[src/sv/fctc_pkg.sv]
// Shared types, constants and helper functions of the floor texture coordinate caster.
`default_nettype none
package fctc_pkg;

  localparam int unsigned FRAC_BITS = 16;
  localparam int unsigned MAP_BITS  = 6;
  localparam int unsigned POS_W     = MAP_BITS + FRAC_BITS;
  localparam int unsigned FPT_W     = POS_W + 1;
  localparam int unsigned H_W       = 11;
  localparam int unsigned DIST_W    = H_W + FRAC_BITS;
  localparam int unsigned WD_W      = 24;
  localparam int unsigned W_BITS    = FRAC_BITS;
  localparam int unsigned DIV1_STEPS = DIST_W;
  localparam int unsigned NSTG      = DIV1_STEPS + 1 + W_BITS;
  localparam int unsigned Q_DEPTH   = 4;
  localparam int unsigned Q_AW      = 2;

  localparam logic [1:0] DIR_POS = 2'd1;
  localparam logic [1:0] DIR_NEG = 2'd2;

  localparam logic [1:0] REG_SCREEN_H = 2'd0;
  localparam logic [1:0] REG_TEX_W    = 2'd1;
  localparam logic [1:0] REG_TEX_H    = 2'd2;

  typedef struct packed {
    logic [9:0]        column;
    logic [9:0]        row;
    logic [10:0]       ceil_row;
    logic [FPT_W-1:0]  fx;
    logic [FPT_W-1:0]  fy;
    logic [POS_W-1:0]  px;
    logic [POS_W-1:0]  py;
    logic [WD_W-1:0]   wdist;
    logic [9:0]        denom;
    logic [H_W-1:0]    h;
  } item_t;

  typedef struct packed {
    item_t              it;
    logic [9:0]         rem1;
    logic [DIST_W-1:0]  rdist;
    logic [WD_W-1:0]    rem2;
    logic [W_BITS-1:0]  wq;
    logic               sat;
  } back_t;

  function automatic logic [10:0] tex_clamp(logic [10:0] t);
    if (t == 11'd0) begin
      return 11'd1;
    end else if (t > 11'd1024) begin
      return 11'd1024;
    end
    return t;
  endfunction

  // One step of the back pipeline: a bit of the row distance, the weight
  // set-up, or a bit of the weight.
  function automatic back_t back_step(back_t b, int unsigned s);
    back_t             n;
    logic [10:0]       r1;
    logic [WD_W:0]     r2;
    logic [DIST_W-1:0] num;
    int unsigned       i;
    n   = b;
    num = {b.it.h, {FRAC_BITS{1'b0}}};
    r1  = '0;
    r2  = '0;
    i   = 0;
    if (s < DIV1_STEPS) begin
      i  = DIST_W - 1 - s;
      r1 = {b.rem1, num[i]};
      if (r1 >= {1'b0, b.it.denom}) begin
        r1 = r1 - {1'b0, b.it.denom};
        n.rdist[i] = 1'b1;
      end
      n.rem1 = r1[9:0];
    end else if (s == DIV1_STEPS) begin
      if (b.it.wdist == '0) begin
        n.it.wdist = WD_W'(1);
      end
      n.sat  = (b.rdist >= DIST_W'(n.it.wdist));
      n.rem2 = b.rdist[WD_W-1:0];
      n.wq   = '0;
    end else begin
      i  = W_BITS - 1 - (s - DIV1_STEPS - 1);
      r2 = {b.rem2, 1'b0};
      if (r2 >= {1'b0, b.it.wdist}) begin
        r2 = r2 - {1'b0, b.it.wdist};
        n.wq[i] = 1'b1;
      end
      n.rem2 = r2[WD_W-1:0];
    end
    return n;
  endfunction

endpackage
`default_nettype wire

[src/sv/fctc_queue.sv]
// Short request queue between the front end and the back end.
`default_nettype none
module fctc_queue (
  input  wire logic            clk_i,
  input  wire logic            rst_ni,
  input  wire logic            push_i,
  input  fctc_pkg::item_t      item_i,
  output logic                 full_o,
  output logic                 pop_o,
  output fctc_pkg::item_t      item_o
);
  import fctc_pkg::*;

  item_t           mem_q [Q_DEPTH];
  logic [Q_AW-1:0] wr_q, wr_d, rd_q, rd_d;
  logic [Q_AW:0]   cnt_q, cnt_d;

  always_comb begin
    pop_o  = (cnt_q != '0);
    item_o = mem_q[rd_q];
    full_o = (cnt_q == (Q_AW+1)'(Q_DEPTH));
    wr_d   = push_i ? wr_q + 1'b1 : wr_q;
    rd_d   = pop_o ? rd_q + 1'b1 : rd_q;
    cnt_d  = cnt_q + (Q_AW+1)'(push_i) - (Q_AW+1)'(pop_o);
  end

  always_ff @(posedge clk_i) begin
    if (push_i) begin
      mem_q[wr_q] <= item_i;
    end
  end

  always_ff @(posedge clk_i or negedge rst_ni) begin
    if (!rst_ni) begin
      wr_q  <= '0;
      rd_q  <= '0;
      cnt_q <= '0;
    end else begin
      wr_q  <= wr_d;
      rd_q  <= rd_d;
      cnt_q <= cnt_d;
    end
  end

endmodule
`default_nettype wire

[config.mk]
export PLATFORM = sky130hd
export DESIGN_NAME = fctc_queue
export DESIGN_NICKNAME = d
export VERILOG_FILES = /design/src/sv/fctc_pkg.sv /design/src/sv/fctc_queue.sv
export SDC_FILE = /design/constraint.sdc
export NUM_CORES = 1
export LEC_CHECK = 0
export BUFFER_PORTS_ARGS = -buffer_cell sky130_fd_sc_hd__buf_2
export CORE_AREA = 2 2 205 207
export CTS_BUF_LIST = sky130_fd_sc_hd__clkbuf_4 sky130_fd_sc_hd__clkbuf_8 sky130_fd_sc_hd__clkbuf_16
export CTS_CLUSTER_DIAMETER = 80
export DETAILED_ROUTE_END_ITERATION = 6
export DIE_AREA = 0 0 207 209
export PLACE_DENSITY = 0.78
export RECOVER_POWER = 25
export SETUP_SLACK_MARGIN = 0.15
export SKIP_CTS_REPAIR_TIMING = 1
export SLEW_MARGIN = 20
export SYNTH_ARGS = -nofsm -noshare
export SYNTH_HDL_FRONTEND = slang
export SYNTH_SLANG_ARGS = --single-unit
export TNS_END_PERCENT = 50
[constraint.sdc]
create_clock -name clk_i -period 10.2 [get_ports clk_i]
set_input_delay 1.02 -clock clk_i [delete_from_list [all_inputs] [get_ports clk_i]]
set_output_delay 1.02 -clock clk_i [all_outputs]
set_load 0.02 [all_outputs]
==> results of run 1 <==
-- state kept, by name, indices dropped and copies added (netlist names) --
signal and count:
mem_q 664, wr_q 2, cnt_q 3, rd_q 2
-- through the flow --
stage	hold WS, ns	util [%]	setup WS (ns)
after CTS	0.2528	69.52	5.244
after global routing	0.3678	69.22	5.141
after detailed placement	0.5242	64.29	5.876
after floorplan	0.4936	-	4.855
final	0.3512	69.23	5.361
after global placement	0.5150	64.29	5.864
-- area by class of cell --
| type | instances | area, um2 | area share, % |
|---|---|---|---|
| Clock inverter | 41 | 367.9 | 1.287 |
| Clock buffer | 79 | 1792 | 6.268 |
| Tap cell | 539 | 674.4 | 2.359 |
| Inverter | 6 | 22.52 | 0.07878 |
| Antenna cell | 5 | 12.51 | 0.04377 |
| Multi-Input combinational cell | 187 | 3941 | 13.79 |
| Sequential cell | 671 | 20120 | 70.39 |
| Timing Repair Buffer | 348 | 1654 | 5.786 |
-- per-layer routing --
metal | GRT usage (%) | part of all wire (%) | vias to the layer above
met3 | 5.996 | 7.6 | 88
met5 | 0 | 0.14 | -
met1 | 30.05 | 39 | 5734
li1 | - | - | 4683
met4 | 8.350 | 2.8 | 10
met2 | 34.54 | 50 | 465
-- how the worst max path moves through the flow --
stage	slack, ns	end	startpoint	cells after the start
5_1_grt	5.14	item_o[57]	rd_q[1]$_DFFE_PN0N_	4
3_5_place_dp	5.88	item_o[57]	rd_q[1]$_DFFE_PN0N_	4
2_1_floorplan	4.85	mem_q[0][0]$_DFFE_PP_	push_i	1
4_1_cts	5.24	item_o[57]	rd_q[1]$_DFFE_PN0N_	4
6_report	5.36	item_o[57]	rd_q[1]$_DFFE_PN0N_	4
3_3_place_gp	5.86	item_o[57]	rd_q[1]$_DFFE_PN0N_	4
-- cell usage in the layout (no fill, tap or decap), drive strengths merged --
| cell type | count |
|---|---|
| clkinvlp | 2 |
| clkinv | 29 |
| ha | 6 |
| diode | 5 |
| fa | 1 |
| buf | 244 |
| clkbuf | 183 |
| bufinv | 5 |
| nand2 | 1 |
| edfxtp | 664 |
| o21ai | 1 |
| xor2 | 2 |
| and3 | 1 |
| mux4 | 166 |
| dfrtp | 7 |
| and2 | 4 |
| xnor2 | 3 |
| o31ai | 1 |
| inv | 11 |
| or3 | 1 |
-- power breakdown --
| part | leakage [uW] | switching, uW | internal, uW |
|---|---|---|---|
| registers | 0.00618 | 204 | 3610 |
| logic | 0.00229 | 1590 | 1040 |
| clock network | 0.00107 | 988 | 1390 |
-- kinds of logic after synthesis --
kind of cell	synth area share, %
AO/OA/AOI/OAI	0.05138
XOR/XNOR	0.1799
adder cells (fa/ha/maj)	0.3906
buffers and inverters	1.238
flip-flops	82.61
multiplexers	15.36
AND/OR/NAND/NOR	0.1696
==> flow_summary.toml, run 1 <==
[worst_setup_path]
rrSetupSlack_ns = 7.51
critPathMostFrequentCell = "buf_4"
worstPathMaxFanout = 67
path_cells = "buf_4 > buf_4 > mux4_2 > buf_2"
crit_type = "reg -> out"
crit_required_ns = 9.18
cp_top_family = "buffers and inverters"
slowest_delay_ns = 0.89
crit_buf_inv = 3
setup.worst_path.end_class = "primary output"
startpoint_type = "flip-flop"
critical_path_arrival_ns = 3.82
timing.rr.start = "wr_q[1]$_DFFE_PN0P_"
cp_slowest_cell = "buf_4"
rr_endpoint = "mem_q[1][101]$_DFFE_PP_"
reg2reg_depth = 4

[synthesis]
synth_edf_count = 664
ys_seq_area_share_pct = 82.61
synth_top_area_share_pct = 81.90
synth_ff_type = "edfxtp_1"
ys_seq_elements = 671
yosysTopAreaCell = "edfxtp_1"
yosysWarnings = 0
netlist_area_um2 = 24350
synth_nets = 1078
yosysMostFrequentCell = "edfxtp_1"
synthTopCellsByCount = "edfxtp_1, mux4_2, buf_2"
synth.distinct_cells = 18
avgSynthCellArea_um2 = 26.99
synthCells = 902
ys_async_sr_fraction_pct = 1.043
ys_top_cells_by_area = "edfxtp_1, mux4_2, dfrtp_1"

[grt]
antenna_found_initial = 10
grt-ovfl-total = 0
grt_max_degree = 81
grt_pass1_vias = 11530
grt_pass1_wl_mm = 70.70
grt_use_total_pct = 21.96

[power_and_ir_drop]
power.density_nw_per_um2 = 308.8
p_leak_uw = 0.009539
vdd_ir_drop_max_v = 0.0002320
p_total_uw = 8828

[floorplan]
die_width_um = 207
num_rows = 75
die-area_um2 = 43260
initial_core_util_pct = 58.97
die_y_um = 209
core_area_um2 = 41290
io_pins = 337

[routing]
dr.pass1.iters = 5
drt_iter0_drc = 1041
wl_per_cell_um = 25.15
vias_per_cell = 5.853
antenna_left = 0
wl_mm = 47.18
num_vias = 10980
drc = 0

[placement]
placed_area_um2 = 26540
hpwl_mm = 27.36
post-place-cells = 1751
io_buffer_count = 336
gp_congestion = 0.7815

[clock_tree]
root_buffer = "clkbuf_16"
clkLatencyLatePin_ns = 0.58
h-tree-depth = 3
numCtsBuffers = 66
path_clk_slew_ns = 0.06
clockBufferDepth = 3
cts_sinks = 671
cts_tree = "done"

[final_layout]
n_fill_cell = 2481
finalNonFillerCells = 1876
synthToLayoutAreaGrowth_pct = 17.41
fin_area_um2 = 28590
drive_gt1_share_pct = 39.26
fin_nets = 1456

[sta]
tightest_slew_ns = 1.031
tns_ns = 0
rsz0062_at_grt = "no"
maxSlewViolCount = 0
hold_viol = 0
timing.final.crit_share_pct = 47.44
post-route-min-period_ns = 4.839
clock.fmax_mhz = 206.6
finalClockSkew_ns = 0.01170
slew_headroom_pct = 31.29
setup_viol = 0

[hold_path]
hp-class = "in -> async"

[status]
status = "finished, final reports clean"

[job]
cap_violations = 0
(Power assumes the default switching activity.)
==> run 2: changes to the inputs <==
Settings changed: ABC_AREA from default to 1, CORE_AREA 2 2 205 207 to 2 2 224 226, DIE_AREA 0 0 207 209 to 0 0 226 228, PLACE_DENSITY 0.78 to 0.75.
Clock period 10.2 ns to 4.79 ns, I/O delays scaled along.
==> run 2 against run 1 <==
Against the previous run:
- clock power up 110%
- die area up 19%
- sequential share of layout area down 8.5 points
- clock-buffer cell count up 8
- flip-flop and latch count unchanged
- critical path depth up 2
- first-iteration DRC count up 53%
- setup slack worse by 4.1 ns
- hold slack worse by 0.26 ns
- global-route usage up 1.9 points
==> flow_summary.toml, run 2 <==
[synthesis]
ys_top_cells_by_area = "edfxtp_1, nand2_1, inv_1"
synth_ff_type = "edfxtp_1"
synthCells = 2654
ys_seq_elements = 671
netlist_area_um2 = 28170
synth_edf_count = 664
synth_nets = 2830
synth.distinct_cells = 16
synthTopCellsByCount = "nand2_1, inv_1, edfxtp_1"
yosysWarnings = 0
yosysMostFrequentCell = "nand2_1"
synth_top_area_share_pct = 70.77
yosysTopAreaCell = "edfxtp_1"
ys_async_sr_fraction_pct = 1.043
avgSynthCellArea_um2 = 10.62
ys_seq_area_share_pct = 71.39

[routing]
wl_mm = 60.95
drt_iter0_drc = 1589
dr.pass1.iters = 5
num_vias = 18480
drc = 0
wl_per_cell_um = 16.44
vias_per_cell = 4.986
antenna_left = 0

[final_layout]
finalNonFillerCells = 3707
largest-register = "mem_q"
final_cell_mix = "nand2_1, inv_1, edfxtp_1, nand3_1, buf_2"
utilization_pct = 65.84
synthToLayoutAreaGrowth_pct = 15.34
fin_nets = 3146
n_fill_cell = 3579
reg.largest.list = "mem_q (664), cnt_q (3)"
fin_area_um2 = 32490
final_common_cell = "nand2_1"
drive_gt1_share_pct = 12.17
largest_reg_flops = 664

[grt]
grt_pass1_wl_mm = 95.00
antenna_found_initial = 19
grt_pass1_vias = 18470
grt_max_degree = 180
grt_use_total_pct = 23.91
grt-ovfl-total = 0

[placement]
post-place-cells = 3571
hpwl_mm = 34.46
placed_area_um2 = 30440
gp_congestion = 0.7764
io_buffer_count = 336

[floorplan]
die_y_um = 228
core_area_um2 = 49350
num_rows = 82
die_width_um = 226
die-area_um2 = 51530
io_pins = 337
initial_core_util_pct = 57.09

[worst_setup_path]
worstPathMaxFanout = 134
startpoint_type = "flip-flop"
crit_required_ns = 4.31
crit_type = "reg -> out"
rrSetupSlack_ns = 2.31
critical_path_arrival_ns = 3.04
setup.worst_path.end_class = "primary output"

[status]
status = "finished, final reports clean"

[sta]
tns_ns = 0
clock.fmax_mhz = 284.5
tightest_slew_ns = 0.9799
finalClockSkew_ns = 0.01927
maxSlewViolCount = 0
slew_headroom_pct = 34.67
hold_viol = 0
setup_viol = 0
rsz0062_at_grt = "no"
timing.final.crit_share_pct = 73.39
post-route-min-period_ns = 3.515

[clock_tree]
cts_tree = "done"
numCtsBuffers = 68
clockBufferDepth = 3
root_buffer = "clkbuf_16"
path_clk_slew_ns = 0.06
cts_sinks = 671
clkLatencyLatePin_ns = 0.62
h-tree-depth = 3

[power_and_ir_drop]
switchingPower_uw = 8077
sw_frac_of_total_pct = 38.87
p_clk_share_pct = 24.5
p_leak_uw = 0.01497
vdd_ir_drop_max_v = 0.0005975
seq_power_share_pct = 38.4
power.density_nw_per_um2 = 639.4
pwr-share-comb_pct = 37.2
intPower_uw = 12700

[hold_path]
hp-class = "in -> reg"

[job]
cap_violations = 0
-- run 2: cell count changes in the layout (fill, tap and decap cells not counted), sizes merged, moves of 3 or more --
cell    previous run  this run
mux4             166         0
diode              5        12
clkbuf           183       193
nand3              0       335
inv               11       682
xnor2              3         0
and2               4         0
nand2              1       848
buf              244       250
-- run 2: area by class of cell --
type / instances / area, um2 / share of cell area, %
Antenna cell: 12 / 30.03 / 0.09241
Clock buffer: 87 / 1879 / 5.784
Clock inverter: 36 / 270.3 / 0.8317
Inverter: 678 / 2577 / 7.932
Multi-Input combinational cell: 1194 / 4977 / 15.32
Sequential cell: 671 / 20120 / 61.93
Tap cell: 672 / 840.8 / 2.588
Timing Repair Buffer: 357 / 1797 / 5.529
-- run 2: worst paths after layout --
| check | start | to | depth (start not counted) |
|---|---|---|---|
| setup / recovery | rd_q[0]$_DFFE_PN0N_ | item_o[59] | 6 |
| hold / removal | item_i[106] | mem_q[3][106]$_DFFE_PP_ | 1 |
| setup reg to reg | wr_q[0]$_DFFE_PN0P_ | mem_q[0][33]$_DFFE_PP_ | 5 |
| hold reg to reg | cnt_q[1]$_DFF_PN0_ | cnt_q[2]$_DFF_PN0_ | 2 |
| max in group asynchronous | rst_ni | rd_q[0]$_DFFE_PN0N_ | 2 |
| min in group asynchronous | rst_ni | rd_q[1]$_DFFE_PN0N_ | 2 |
-- run 2: cell families after synthesis --
kind of cell	synth area share (%)
compound gates	0.01775
xor+xnor	0.03109
fa+ha+maj	0.3375
buf+inv	10.94
simple gates	17.28
flops	71.39
-- run 2: critical path, cell delays in order (launching register included) --
cell and delay [ns]:
dfrtp_4 0.67, inv_8 0.68, buf_4 0.51, nand2_1 0.12
nand3_1 0.10, nand2_1 0.12, buf_2 0.17
-- run 2: routing by layer --
metal | vias to the layer above | global-route usage, % | wire (um)
li1 | 8923 | - | -
met1 | 8848 | 29.63 | 24290
met2 | 585 | 39.83 | 29990
met3 | 112 | 5.783 | 4672
met4 | 14 | 10.89 | 1896
met5 | - | 0 | 101
-- run 2: through the flow --
stage / hold WS, ns / worst slack (ns) / total power [uW]
after floorplan: 0.1834 / 0.2929 / 13350
after global routing: 0.08112 / 1.069 / 21940
final: 0.09547 / 1.275 / 20780
after CTS: -0.3201 / 1.256 / 20950
after global placement: 0.3194 / 2.006 / 15650
after detailed placement: 0.3328 / 1.953 / 15860
-- run 2: power groups by stage --
stage                     Clock [uW]  Sequential (uW)  Combinational (uW)
after detailed placement           0             8090                7770
after floorplan                    0             8140                5210
after global routing            5400             8060                8470
after global placement             0             8050                7600
after CTS                       5170             7980                7800
final                           5080             7970                7720
