**src/sv/fctc_pkg.sv**
```systemverilog
// Shared types, constants and helper functions of the floor texture coordinate caster.
`default_nettype none
package fctc_pkg;

  localparam int unsigned FRAC_BITS = 16;
  localparam int unsigned MAP_BITS  = 6;
  localparam int unsigned POS_W     = MAP_BITS + FRAC_BITS;
  localparam int unsigned FPT_W     = POS_W + 1;
  localparam int unsigned H_W       = 11;
  localparam int unsigned DIST_W    = H_W + FRAC_BITS;
  localparam int unsigned WD_W      = 24;
  localparam int unsigned W_BITS    = FRAC_BITS;
  localparam int unsigned DIV1_STEPS = DIST_W;
  localparam int unsigned NSTG      = DIV1_STEPS + 1 + W_BITS;
  localparam int unsigned Q_DEPTH   = 4;
  localparam int unsigned Q_AW      = 2;

  localparam logic [1:0] DIR_POS = 2'd1;
  localparam logic [1:0] DIR_NEG = 2'd2;

  localparam logic [1:0] REG_SCREEN_H = 2'd0;
  localparam logic [1:0] REG_TEX_W    = 2'd1;
  localparam logic [1:0] REG_TEX_H    = 2'd2;

  typedef struct packed {
    logic [9:0]        column;
    logic [9:0]        row;
    logic [10:0]       ceil_row;
    logic [FPT_W-1:0]  fx;
    logic [FPT_W-1:0]  fy;
    logic [POS_W-1:0]  px;
    logic [POS_W-1:0]  py;
    logic [WD_W-1:0]   wdist;
    logic [9:0]        denom;
    logic [H_W-1:0]    h;
  } item_t;

  typedef struct packed {
    item_t              it;
    logic [9:0]         rem1;
    logic [DIST_W-1:0]  rdist;
    logic [WD_W-1:0]    rem2;
    logic [W_BITS-1:0]  wq;
    logic               sat;
  } back_t;

  function automatic logic [10:0] tex_clamp(logic [10:0] t);
    if (t == 11'd0) begin
      return 11'd1;
    end else if (t > 11'd1024) begin
      return 11'd1024;
    end
    return t;
  endfunction

  // One step of the back pipeline: a bit of the row distance, the weight
  // set-up, or a bit of the weight.
  function automatic back_t back_step(back_t b, int unsigned s);
    back_t             n;
    logic [10:0]       r1;
    logic [WD_W:0]     r2;
    logic [DIST_W-1:0] num;
    int unsigned       i;
    n   = b;
    num = {b.it.h, {FRAC_BITS{1'b0}}};
    r1  = '0;
    r2  = '0;
    i   = 0;
    if (s < DIV1_STEPS) begin
      i  = DIST_W - 1 - s;
      r1 = {b.rem1, num[i]};
      if (r1 >= {1'b0, b.it.denom}) begin
        r1 = r1 - {1'b0, b.it.denom};
        n.rdist[i] = 1'b1;
      end
      n.rem1 = r1[9:0];
    end else if (s == DIV1_STEPS) begin
      if (b.it.wdist == '0) begin
        n.it.wdist = WD_W'(1);
      end
      n.sat  = (b.rdist >= DIST_W'(n.it.wdist));
      n.rem2 = b.rdist[WD_W-1:0];
      n.wq   = '0;
    end else begin
      i  = W_BITS - 1 - (s - DIV1_STEPS - 1);
      r2 = {b.rem2, 1'b0};
      if (r2 >= {1'b0, b.it.wdist}) begin
        r2 = r2 - {1'b0, b.it.wdist};
        n.wq[i] = 1'b1;
      end
      n.rem2 = r2[WD_W-1:0];
    end
    return n;
  endfunction

endpackage
`default_nettype wire

```
**src/sv/fctc_front.sv**
```systemverilog
// Front end: accepts a request, drops rows without floor, picks the wall floor point.
`default_nettype none
module fctc_front (
  input  wire logic                       start_i,
  input  wire logic                       busy_i,
  input  wire logic [10:0]                screen_h_i,
  input  wire logic [9:0]                 column_i,
  input  wire logic [9:0]                 row_i,
  input  wire logic                       side_i,
  input  wire logic [1:0]                 ray_x_dir_i,
  input  wire logic [1:0]                 ray_y_dir_i,
  input  wire logic [5:0]                 map_x_i,
  input  wire logic [5:0]                 map_y_i,
  input  wire logic [15:0]                wall_hit_frac_i,
  input  wire logic [23:0]                wall_dist_i,
  input  wire logic signed [10:0]         draw_end_i,
  input  wire logic [21:0]                pos_x_i,
  input  wire logic [21:0]                pos_y_i,
  output logic                            push_o,
  output fctc_pkg::item_t                 item_o
);
  import fctc_pkg::*;

  logic             keep;
  logic [10:0]      row2;
  logic [FPT_W-1:0] mx, my, fr, one;

  always_comb begin
    row2 = {row_i, 1'b0};
    keep = !draw_end_i[10] && (row_i > draw_end_i[9:0]) &&
           ({1'b0, row_i} < screen_h_i) && (row2 > screen_h_i);
    push_o = start_i && !busy_i && keep;
  end

  always_comb begin
    mx  = FPT_W'({map_x_i, {FRAC_BITS{1'b0}}});
    my  = FPT_W'({map_y_i, {FRAC_BITS{1'b0}}});
    fr  = FPT_W'(wall_hit_frac_i);
    one = FPT_W'(1) << FRAC_BITS;
    item_o.column   = column_i;
    item_o.row      = row_i;
    item_o.ceil_row = screen_h_i - {1'b0, row_i};
    item_o.px       = pos_x_i;
    item_o.py       = pos_y_i;
    item_o.wdist    = wall_dist_i;
    item_o.h        = screen_h_i;
    item_o.denom    = 10'(row2 - screen_h_i);
    if (!side_i && ray_x_dir_i == DIR_POS) begin
      item_o.fx = mx;
      item_o.fy = my + fr;
    end else if (!side_i && ray_x_dir_i == DIR_NEG) begin
      item_o.fx = mx + one;
      item_o.fy = my + fr;
    end else if (side_i && ray_y_dir_i == DIR_POS) begin
      item_o.fx = mx + fr;
      item_o.fy = my;
    end else begin
      item_o.fx = mx + fr;
      item_o.fy = my + one;
    end
  end

endmodule
`default_nettype wire

```
**config.mk**
```make
export PLATFORM = sky130hd
export DESIGN_NAME = fctc_front
export DESIGN_NICKNAME = d
export VERILOG_FILES = /design/src/sv/fctc_pkg.sv /design/src/sv/fctc_front.sv
export SDC_FILE = /design/constraint.sdc
export NUM_CORES = 1
export LEC_CHECK = 0
export BUFFER_PORTS_ARGS = -buffer_cell sky130_fd_sc_hd__buf_4
export CAP_MARGIN = 10
export CORE_AREA = 2 2 120 122
export DETAILED_ROUTE_END_ITERATION = 12
export DIE_AREA = 0 0 122 124
export GPL_TIMING_DRIVEN = 0
export PLACE_DENSITY_LB_ADDON = 0.08
export SLEW_MARGIN = 20
export SYNTH_ARGS = -nofsm -noshare
export SYNTH_HDL_FRONTEND = slang
export SYNTH_SLANG_ARGS = --single-unit
export TNS_END_PERCENT = 1
```
**constraint.sdc**
```tcl
create_clock -name vclk -period 3.35
set_input_delay 0.5025 -clock vclk [all_inputs]
set_output_delay 0.5025 -clock vclk [all_outputs]
set_load 0.02 [all_outputs]
```
==> summary.txt, run 1 <==
Power and ir drop
  – Clk pwr share: 0%
  – P_int: between 0.0004 and 0.0005 W
  – Logic pwr share: 100.0%
  – Switching share of power: about half
  – Total power: roughly 0.00086 W
  – Net load switching power: around 0.00044 W
  – PwrDens: roughly 190 mW/mm^2
  – Worst vdd ir: between 0.06 and 0.07 mV
  – Pleak: 2.525 nW
  – Sequential share of power: 0%

Finish
  – Number of diodes: 0
  – Commonest cells after routing, fill and taps aside: buf_4 (334), inv_1 (38), ha_1 (33)
  – Layout Nets: roughly 780
  – FF+latch area: 0 sq um
  – Leading cell type in the layout, fill and taps excluded: buf_4
  – Fin cells: about 780
  – Layout clock buffer count: 0
  – Layout cell share with drive strength beyond 1: ~57%
  – Design area: ~0.0045 sq mm
  – Sequential cells: 0
  – Fillers: roughly 1500
  – Area Overhead vs Synth: 78.57%

Worst setup path
  – CP required: around 2900 ps
  – CP max FO: 5
  – Worst path cell trace: buf_4 -> inv_1 -> ha_1 -> inv_1 -> fa_1 -> a21o_1 -> a21oi_2 -> o211ai_2 -> or4_1 -> and3_1 -> buf_4
  – Worst setup SP type: input pin
  – Slowest cell delay on critical path: 400 ps
  – Crit Path Category: input pin to primary output
  – Critical Path AT: 2650 ps
  – Crit end category: primary output
  – Critical-path top delay cell: or4_1

Synthesis
  – Synthesized area: about 0.0025 sq mm
  – Post-synthesis sequential area ratio: 0%
  – Ys Warns: 0
  – Cells after Synth: around 360
  – Syn nets: between 500 and 600
  – Distinct cells, synth: just over 40
  – Syn_area_per_cell: around 7 sq um

Drt
  – Vias/cell: ~4.0
  – Wire per inst: 12.31 um
  – Wirelength, routed: ~9.6 mm
  – Remaining DRCs: 0
  – Via count: 3072
  – Initial DRC count: a little under 80
  – Total iterations of the first detailed-routing run: 4
  – Final ANT Viol Nets: 0

Timing
  – Setup TNS Final: 0 ps
  – Hold Vio Cnt, Final: 0
  – Endpoints failing setup: 0
  – Worst-margin pin slew: around 770 ps
  – RSZ-0062 raised after global routing: no
  – Final Cycle Share: a little over nine tenths
  – Min Tclk post-route: roughly 3200 ps
  – Pins Over Slew Limit: 0
  – Fmax: between 300 and 400 MHz
  – Final WS setup: 195.9 ps
  – Rel. slew slack: approximately half

Global routing
  – Gr ovfl total: 0
  – First-pass GRT wire length: around 13 mm
  – Gr usage total: around 11%
  – Largest net degree at the start of global routing: 11
  – Number of global-route vias before repair: about 2900
  – Initial antenna violation count: 0

Die
  – Die area: approximately 0.015 sq mm
  – # IOs: 312
  – Core box area: 0.01372 sq mm
  – Initial Util: 18.39%
  – Die X: 122 um
  – Std cell rows: 43
  – Die Span Y: between 100 and 150 um

Flow run
  – MaxCap Viol Count: 0

Placement
  – DP Cell Count: 776
  – Hpwl dp: ~8.7 mm
  – Post-DP Area: between 0.004 and 0.005 sq mm
  – Final RePlAce weighted congestion: around 0.84
  – PortBufs: 234
  – Pre-CTS setup slack: between 150 and 200 ps

Outcome
  – Status: complete, no violations

Clocking
  – PostCTS Resize Cnt: 0
  – Hold buffer count at CTS: 0
  – Post-CTS Setup Bufs: 0

Min path
  – HP Class: input pin to primary output
==> Yosys cell counts, drive strengths merged, types with 3 or more instances <==
master	instances	area [sq um]
a211oi	3	22.52
a21boi	3	22.52
a21o	8	60.06
a21oi	12	67.57
a31oi	3	18.77
and2	16	100.1
and3	4	25.02
buf	100	750.7
clkbuf	4	15.01
ha	33	412.9
inv	38	142.6
nand2	15	56.30
nand3	8	40.04
nand4	11	68.82
nor2	17	63.81
nor2b	22	137.6
nor3	6	30.03
nor4	3	18.77
o21a	3	22.52
o21ai	10	50.04
xnor2	15	131.4
xor2	5	43.79
==> per-stage QoR <==
| stage | hold WS, ps | utilization (%) |
|---|---|---|
| 2_1_floorplan | 1118 | - |
| 3_3_place_gp | 1203 | 32.83 |
| 3_5_place_dp | 1203 | 32.83 |
| 4_1_cts | 1202 | 32.83 |
| 5_1_grt | 1205 | 32.83 |
| 6_report | 1202 | 32.83 |
==> routing by layer <==
layer	wire [um]	global-route usage [%]	vias to the layer above	part of all wire [%]
li1	-	-	1587	-
met2	5171	22.28	171	54
met4	0	0	0	0
met3	1077	2.473	0	11
met5	0	0	-	0
met1	3304	11.64	1314	35
==> worst paths after layout <==
check	start	to	slack, ps	cells after the start
hold / removal	wall_dist_i[14]	item_o[35]	1200	2
setup / recovery	screen_h_i[0]	item_o[145]	200	11
==> power groups by stage <==
| stage | clock, W | combinational (W) | sequential [W] |
|---|---|---|---|
| after global placement | 0 | 0.000870 | 0 |
| after global routing | 0 | 0.000935 | 0 |
| final | 0 | 0.000858 | 0 |
| after floorplan | 0 | 0.000505 | 0 |
| after detailed placement | 0 | 0.000870 | 0 |
| after CTS | 0 | 0.000873 | 0 |
==> final cells by class <==
class	instances	area (sq um)	share of cell area, %
Tap cell	180	225.2	5.000
Buffer	104	765.7	17.00
Timing Repair Buffer	234	1757	39.00
Inverter	38	142.6	3.167
Multi-Input combinational cell	220	1614	35.83
==> critical path, delay by kind of cell <==
family                   cells  cell delay (ps)
AND/OR/NAND/NOR              2              580
adder cells (fa/ha/maj)      2              570
buffers and inverters        4              430
AO/OA/AOI/OAI                3              550
==> cell families (layout without fill, tap and decap cells) <==
| kind of cell | after synthesis | in the layout | synth area share (%) |
|---|---|---|---|
| xor gates and xnor gates | 20 | 20 | 6.945 |
| and+or+nand+nor | 110 | 110 | 23.86 |
| muxes | 3 | 3 | 1.290 |
| AOI/OAI and AO/OA | 52 | 52 | 13.94 |
| buffers and inverters | 142 | 376 | 36.01 |
| adders and majority gates | 35 | 35 | 17.96 |
Note: power is estimated with default switching activity, not from simulation.
==> run 2, diff against run 1 <==
- PLACE_DENSITY_LB_ADDON: 0.08 -> 0.2
- SETUP_SLACK_MARGIN: default -> 0.5
==> run 2 against run 1 <==
  * Core utilization grew 1.0 points
  * Total power grew 4.4%
  * Flip-flop and latch count is the same
  * Worst setup slack gained 260 ps
  * Global-route usage grew 1.2 points
  * Sequential share of layout area is the same
  * Hold slack is essentially flat
  * Fmax grew 8.9%
  * First-iteration DRC count grew 35%
  * Critical endpoint unchanged
==> summary.txt, run 2 (synthesized netlist as in run 1, its figures left out) <==
Finish
  – Layout cell share with drive strength beyond 1: between 50% and 60%
  – Commonest cells after routing, fill and taps aside: buf_4 (339), inv_1 (36), ha_1 (31)
  – Area Overhead vs Synth: 84.18%
  – FF+latch area: 0 sq um
  – Layout Nets: ~800
  – Layout clock buffer count: 0
  – Post-layout util: 33.86%
  – Leading cell type in the layout, fill and taps excluded: buf_4
  – Sequential cells: 0

Placement
  – PortBufs: approximately 230
  – Hpwl dp: roughly 9.4 mm
  – Final RePlAce weighted congestion: 0.7300

Drt
  – Via count: approximately 3200
  – Remaining DRCs: 0
  – Vias/cell: roughly 4.1
  – Wirelength, routed: roughly 10 mm
  – Wire per inst: 13.38 um
  – Final ANT Viol Nets: 0
  – Total iterations of the first detailed-routing run: 4
  – Initial DRC count: 105

Power and ir drop
  – PwrDens: 192.8 mW/mm^2
  – Worst vdd ir: around 0.066 mV
  – Total power: 0.0008957 W
  – Pleak: roughly 2.6 nW

Timing
  – Pins Over Slew Limit: 0
  – Setup TNS Final: 0 ps
  – Rel. slew slack: 44.12%
  – Fmax: 345.2 MHz
  – Hold WS: between 1000 and 1500 ps
  – Hold Vio Cnt, Final: 0
  – Min Tclk post-route: about 2900 ps
  – Endpoints failing setup: 0
  – Worst-margin pin slew: around 840 ps
  – Final Cycle Share: between 80 and 90%
  – RSZ-0062 raised after global routing: yes

Worst setup path
  – Worst setup SP type: input pin
  – Crit end category: primary output
  – Critical path buffer and inverter count: 4
  – CP top delay family: simple AND/OR/NAND/NOR gates
  – Critical Path AT: about 2400 ps
  – Critical Path Stages: 11
  – CP required: 2850 ps
  – CP max FO: 5
  – Critical-path top delay cell: or4_1
  – Slowest cell delay on critical path: about 420 ps
  – Crit Path Category: input pin to primary output
  – Worst path cell trace: buf_12 -> clkinv_8 -> ha_4 -> inv_2 -> fa_2 -> a21o_1 -> a21oi_4 -> o211ai_2 -> or4_1 -> and3_4 -> buf_6

Min path
  – Hold Crit Start: pos_y_i[21]
  – HP Class: input pin to primary output
  – Worst Hold Depth: 2
  – Worst Hold Path EP: item_o[66]

Global routing
  – Largest net degree at the start of global routing: 11
  – Initial antenna violation count: 0
  – Gr busiest metal: met2
  – Met3 usage: under 10%
  – Met1 Track Usage GR: around an eighth
  – GR Layer Usage met2: between 20% and 30%
  – Gr usage total: a little under an eighth
  – Number of global-route vias before repair: roughly 2900
  – Gr ovfl total: 0
  – First-pass GRT wire length: approximately 14 mm

Die
  – Die X: 122 um
  – Die area: ~0.015 sq mm
  – Std cell rows: between 40 and 50
  – # IOs: approximately 310
  – Die Span Y: around 120 um
  – Initial Util: a little under a fifth
  – Core box area: roughly 0.014 sq mm

Flow run
  – MaxCap Viol Count: 0

Outcome
  – Status: complete, no violations
==> run 2: repair_timing <==
action,4_1_cts,5_1_grt
pin swaps,7,7
endpoints found under the setup margin,4,7
cloned,0,0
buffers inserted,6,1
gates resized for setup,12,11
hold buffers,0,0
endpoints found under the hold margin,0,0
==> run 2: how the worst max path moves through the flow <==
stage / slack (ps) / start / endpoint
detailed placement: 160 / screen_h_i[0] / item_o[145]
global placement: 180 / screen_h_i[0] / item_o[145]
finish: 450 / screen_h_i[0] / item_o[145]
CTS: 410 / screen_h_i[0] / item_o[145]
floorplan: 590 / screen_h_i[0] / item_o[145]
global route: 410 / screen_h_i[1] / item_o[20]
==> run 2: cell type report <==
cell class / instances / area (sq um)
fill: 1487 / 9074
buffer: 104 / 765.7
tap: 180 / 225.2
inverter: 38 / 155.1
multi-input combinational: 220 / 1672
timing repair buffer: 241 / 1826
antenna: 1 / 2.502
==> run 2: power by group <==
group | leakage, nW | switching (W) | internal (W)
Clock | 0.00000634 | 0 | 0.0000000000403
Combinational | 2.57 | 0.000459 | 0.000437
Sequential | 0 | 0 | 0
Total | 2.57 | 0.000459 | 0.000437
==> run 2: layer usage <==
metal	up-vias	share of wire [%]
met1	1395	35
li1	1600	-
met4	0	0
met2	187	54
met3	0	11
met5	-	0
==> run 2: per-stage QoR <==
stage	cells	area (sq um)	worst slack (ps)
4_1_cts	782	4596	414.4
2_1_floorplan	362	2522	588.3
6_report	784	4646	453.2
3_3_place_gp	776	4504	180.8
5_1_grt	783	4643	405.1
3_5_place_dp	776	4504	161.2
==> run 3, diff against run 2 <==
- MAX_ROUTING_LAYER: default -> met4
==> run 3 against run 2 <==
  * Hold slack unchanged
  * Count of clock-buffer cells in the layout did not move
  * Die area stayed put
  * Via count up 0.22%
  * Highest routed layer unchanged
  * Flip-flop and latch count unchanged
  * Fmax about the same
  * First-iteration DRC count decreased by 7.6%
  * Critical path depth stayed put
  * Combinational power hardly changed
  * Sequential share of layout area stayed put
  * Cell area is essentially flat
  * Final cell count fell by 0.13%
==> summary.txt, run 3 (synthesized netlist as in run 1, its figures left out) <==
Finish
  – Layout cell share with drive strength beyond 1: 59.37%
  – Design area: 0.004643 sq mm
  – Fillers: approximately 1500
  – Area Overhead vs Synth: 84.08%
  – Commonest cells after routing, fill and taps aside: buf_4 (339), inv_1 (36), ha_1 (31)
  – Number of diodes: 0
  – Layout Nets: between 700 and 800
  – Leading cell type in the layout, fill and taps excluded: buf_4
  – Layout clock buffer count: 0
  – Sequential cells: 0
  – FF+latch area: 0 sq um

Timing
  – Pins Over Slew Limit: 0
  – Fmax: roughly 350 MHz
  – Rel. slew slack: approximately 44%
  – Endpoints failing setup: 0
  – Hold WS: 1202 ps
  – Setup TNS Final: 0 ps
  – Worst-margin pin slew: 842.1 ps
  – Hold Vio Cnt, Final: 0
  – Min Tclk post-route: between 2000 and 3000 ps
  – RSZ-0062 raised after global routing: yes
  – Final Cycle Share: between 80% and 90%

Global routing
  – Gr usage total: between 10% and 20%
  – Gr ovfl total: 0
  – Largest net degree at the start of global routing: 11
  – Initial antenna violation count: 0
  – Number of global-route vias before repair: ~2900
  – First-pass GRT wire length: 14.43 mm

Die
  – Core box area: 0.01372 sq mm
  – Initial Util: 18.39%
  – # IOs: 312
  – Die area: roughly 0.015 sq mm
  – Die Span Y: roughly 120 um
  – Die X: between 100 and 150 um
  – Std cell rows: 43

Drt
  – Wirelength, routed: between 10 and 15 mm
  – Final ANT Viol Nets: 0
  – Initial DRC count: 97
  – Vias/cell: 4.073
  – Wire per inst: around 13 um
  – Total iterations of the first detailed-routing run: 4
  – Remaining DRCs: 0
  – Via count: roughly 3200

Power and ir drop
  – Pleak: 2.567 nW
  – Worst vdd ir: 0.06636 mV
  – PwrDens: just under 200 mW/mm^2

Flow run
  – MaxCap Viol Count: 0

Min path
  – HP Class: input pin to primary output

Placement
  – PortBufs: between 200 and 250
  – Final RePlAce weighted congestion: 0.7389
  – Hpwl dp: between 9 and 10 mm
  – Post-DP Area: 0.004504 sq mm

Worst setup path
  – Critical Path AT: approximately 2400 ps
  – Worst setup SP type: input pin
  – Crit end category: primary output
  – CP max FO: 5
  – CP required: 2850 ps
  – Crit Path Category: input pin to primary output

Clocking
  – Hold buffer count at CTS: 0

Outcome
  – Status: complete, no violations
[run 3: cell types whose count changed in the layout (fill, tap and decap cells not counted)]
cell,previous run,this run
diode_2,1,0
[run 3: area by class of cell]
cell class,instances,area (sq um),share of cell area [%]
timing repair buffer,241,1826,39.32
multi-input combinational,220,1672,36.00
buffer,104,765.7,16.49
tap,180,225.2,4.850
inverter,38,155.1,3.341
[run 3: power by group]
part | switching (W) | internal [W]
combinational | 0.000459 | 0.000437
clock | 0 | 0
sequential | 0 | 0
[run 3: what timing repair did]
item                       in CTS  in global routing
setup buffers                   6                  1
resized for setup              12                 11
setup endpoints to repair       4                  7
pin swaps                       7                  7
[run 3: final timing paths]
check / end / startpoint / depth (start not counted) / slack (ps)
min: item_o[66] / pos_y_i[21] / 2 / 1200
max: item_o[145] / screen_h_i[0] / 11 / 450
[run 3: metal layers]
layer	wire, um	up-vias	GRT usage [%]
met4	0	0	0
met5	0	-	-
met1	3801	1405	13.67
met2	5722	185	24.65
met3	1005	0	1.465
li1	-	1599	-
[run 3: worst max-delay path, stage by stage]
cell,delay [ps]
buf_12,120
clkinv_8,40
ha_4,130
inv_2,30
fa_2,350
a21o_1,200
a21oi_4,180
o211ai_2,130
or4_1,420
and3_4,170
buf_6,120
[run 3: through the flow]
| step | utilization, % | setup slack [ps] | total power [W] | cells |
|---|---|---|---|---|
| after floorplan | - | 588.3 | 0.0005049 | 362 |
| after global placement | 32.83 | 180.8 | 0.0008703 | 776 |
| after detailed placement | 32.83 | 161.2 | 0.0008736 | 776 |
| after CTS | 33.50 | 414.4 | 0.0008987 | 782 |
| after global routing | 33.84 | 405.1 | 0.0009688 | 783 |
| final | 33.84 | 453.0 | 0.0008965 | 783 |
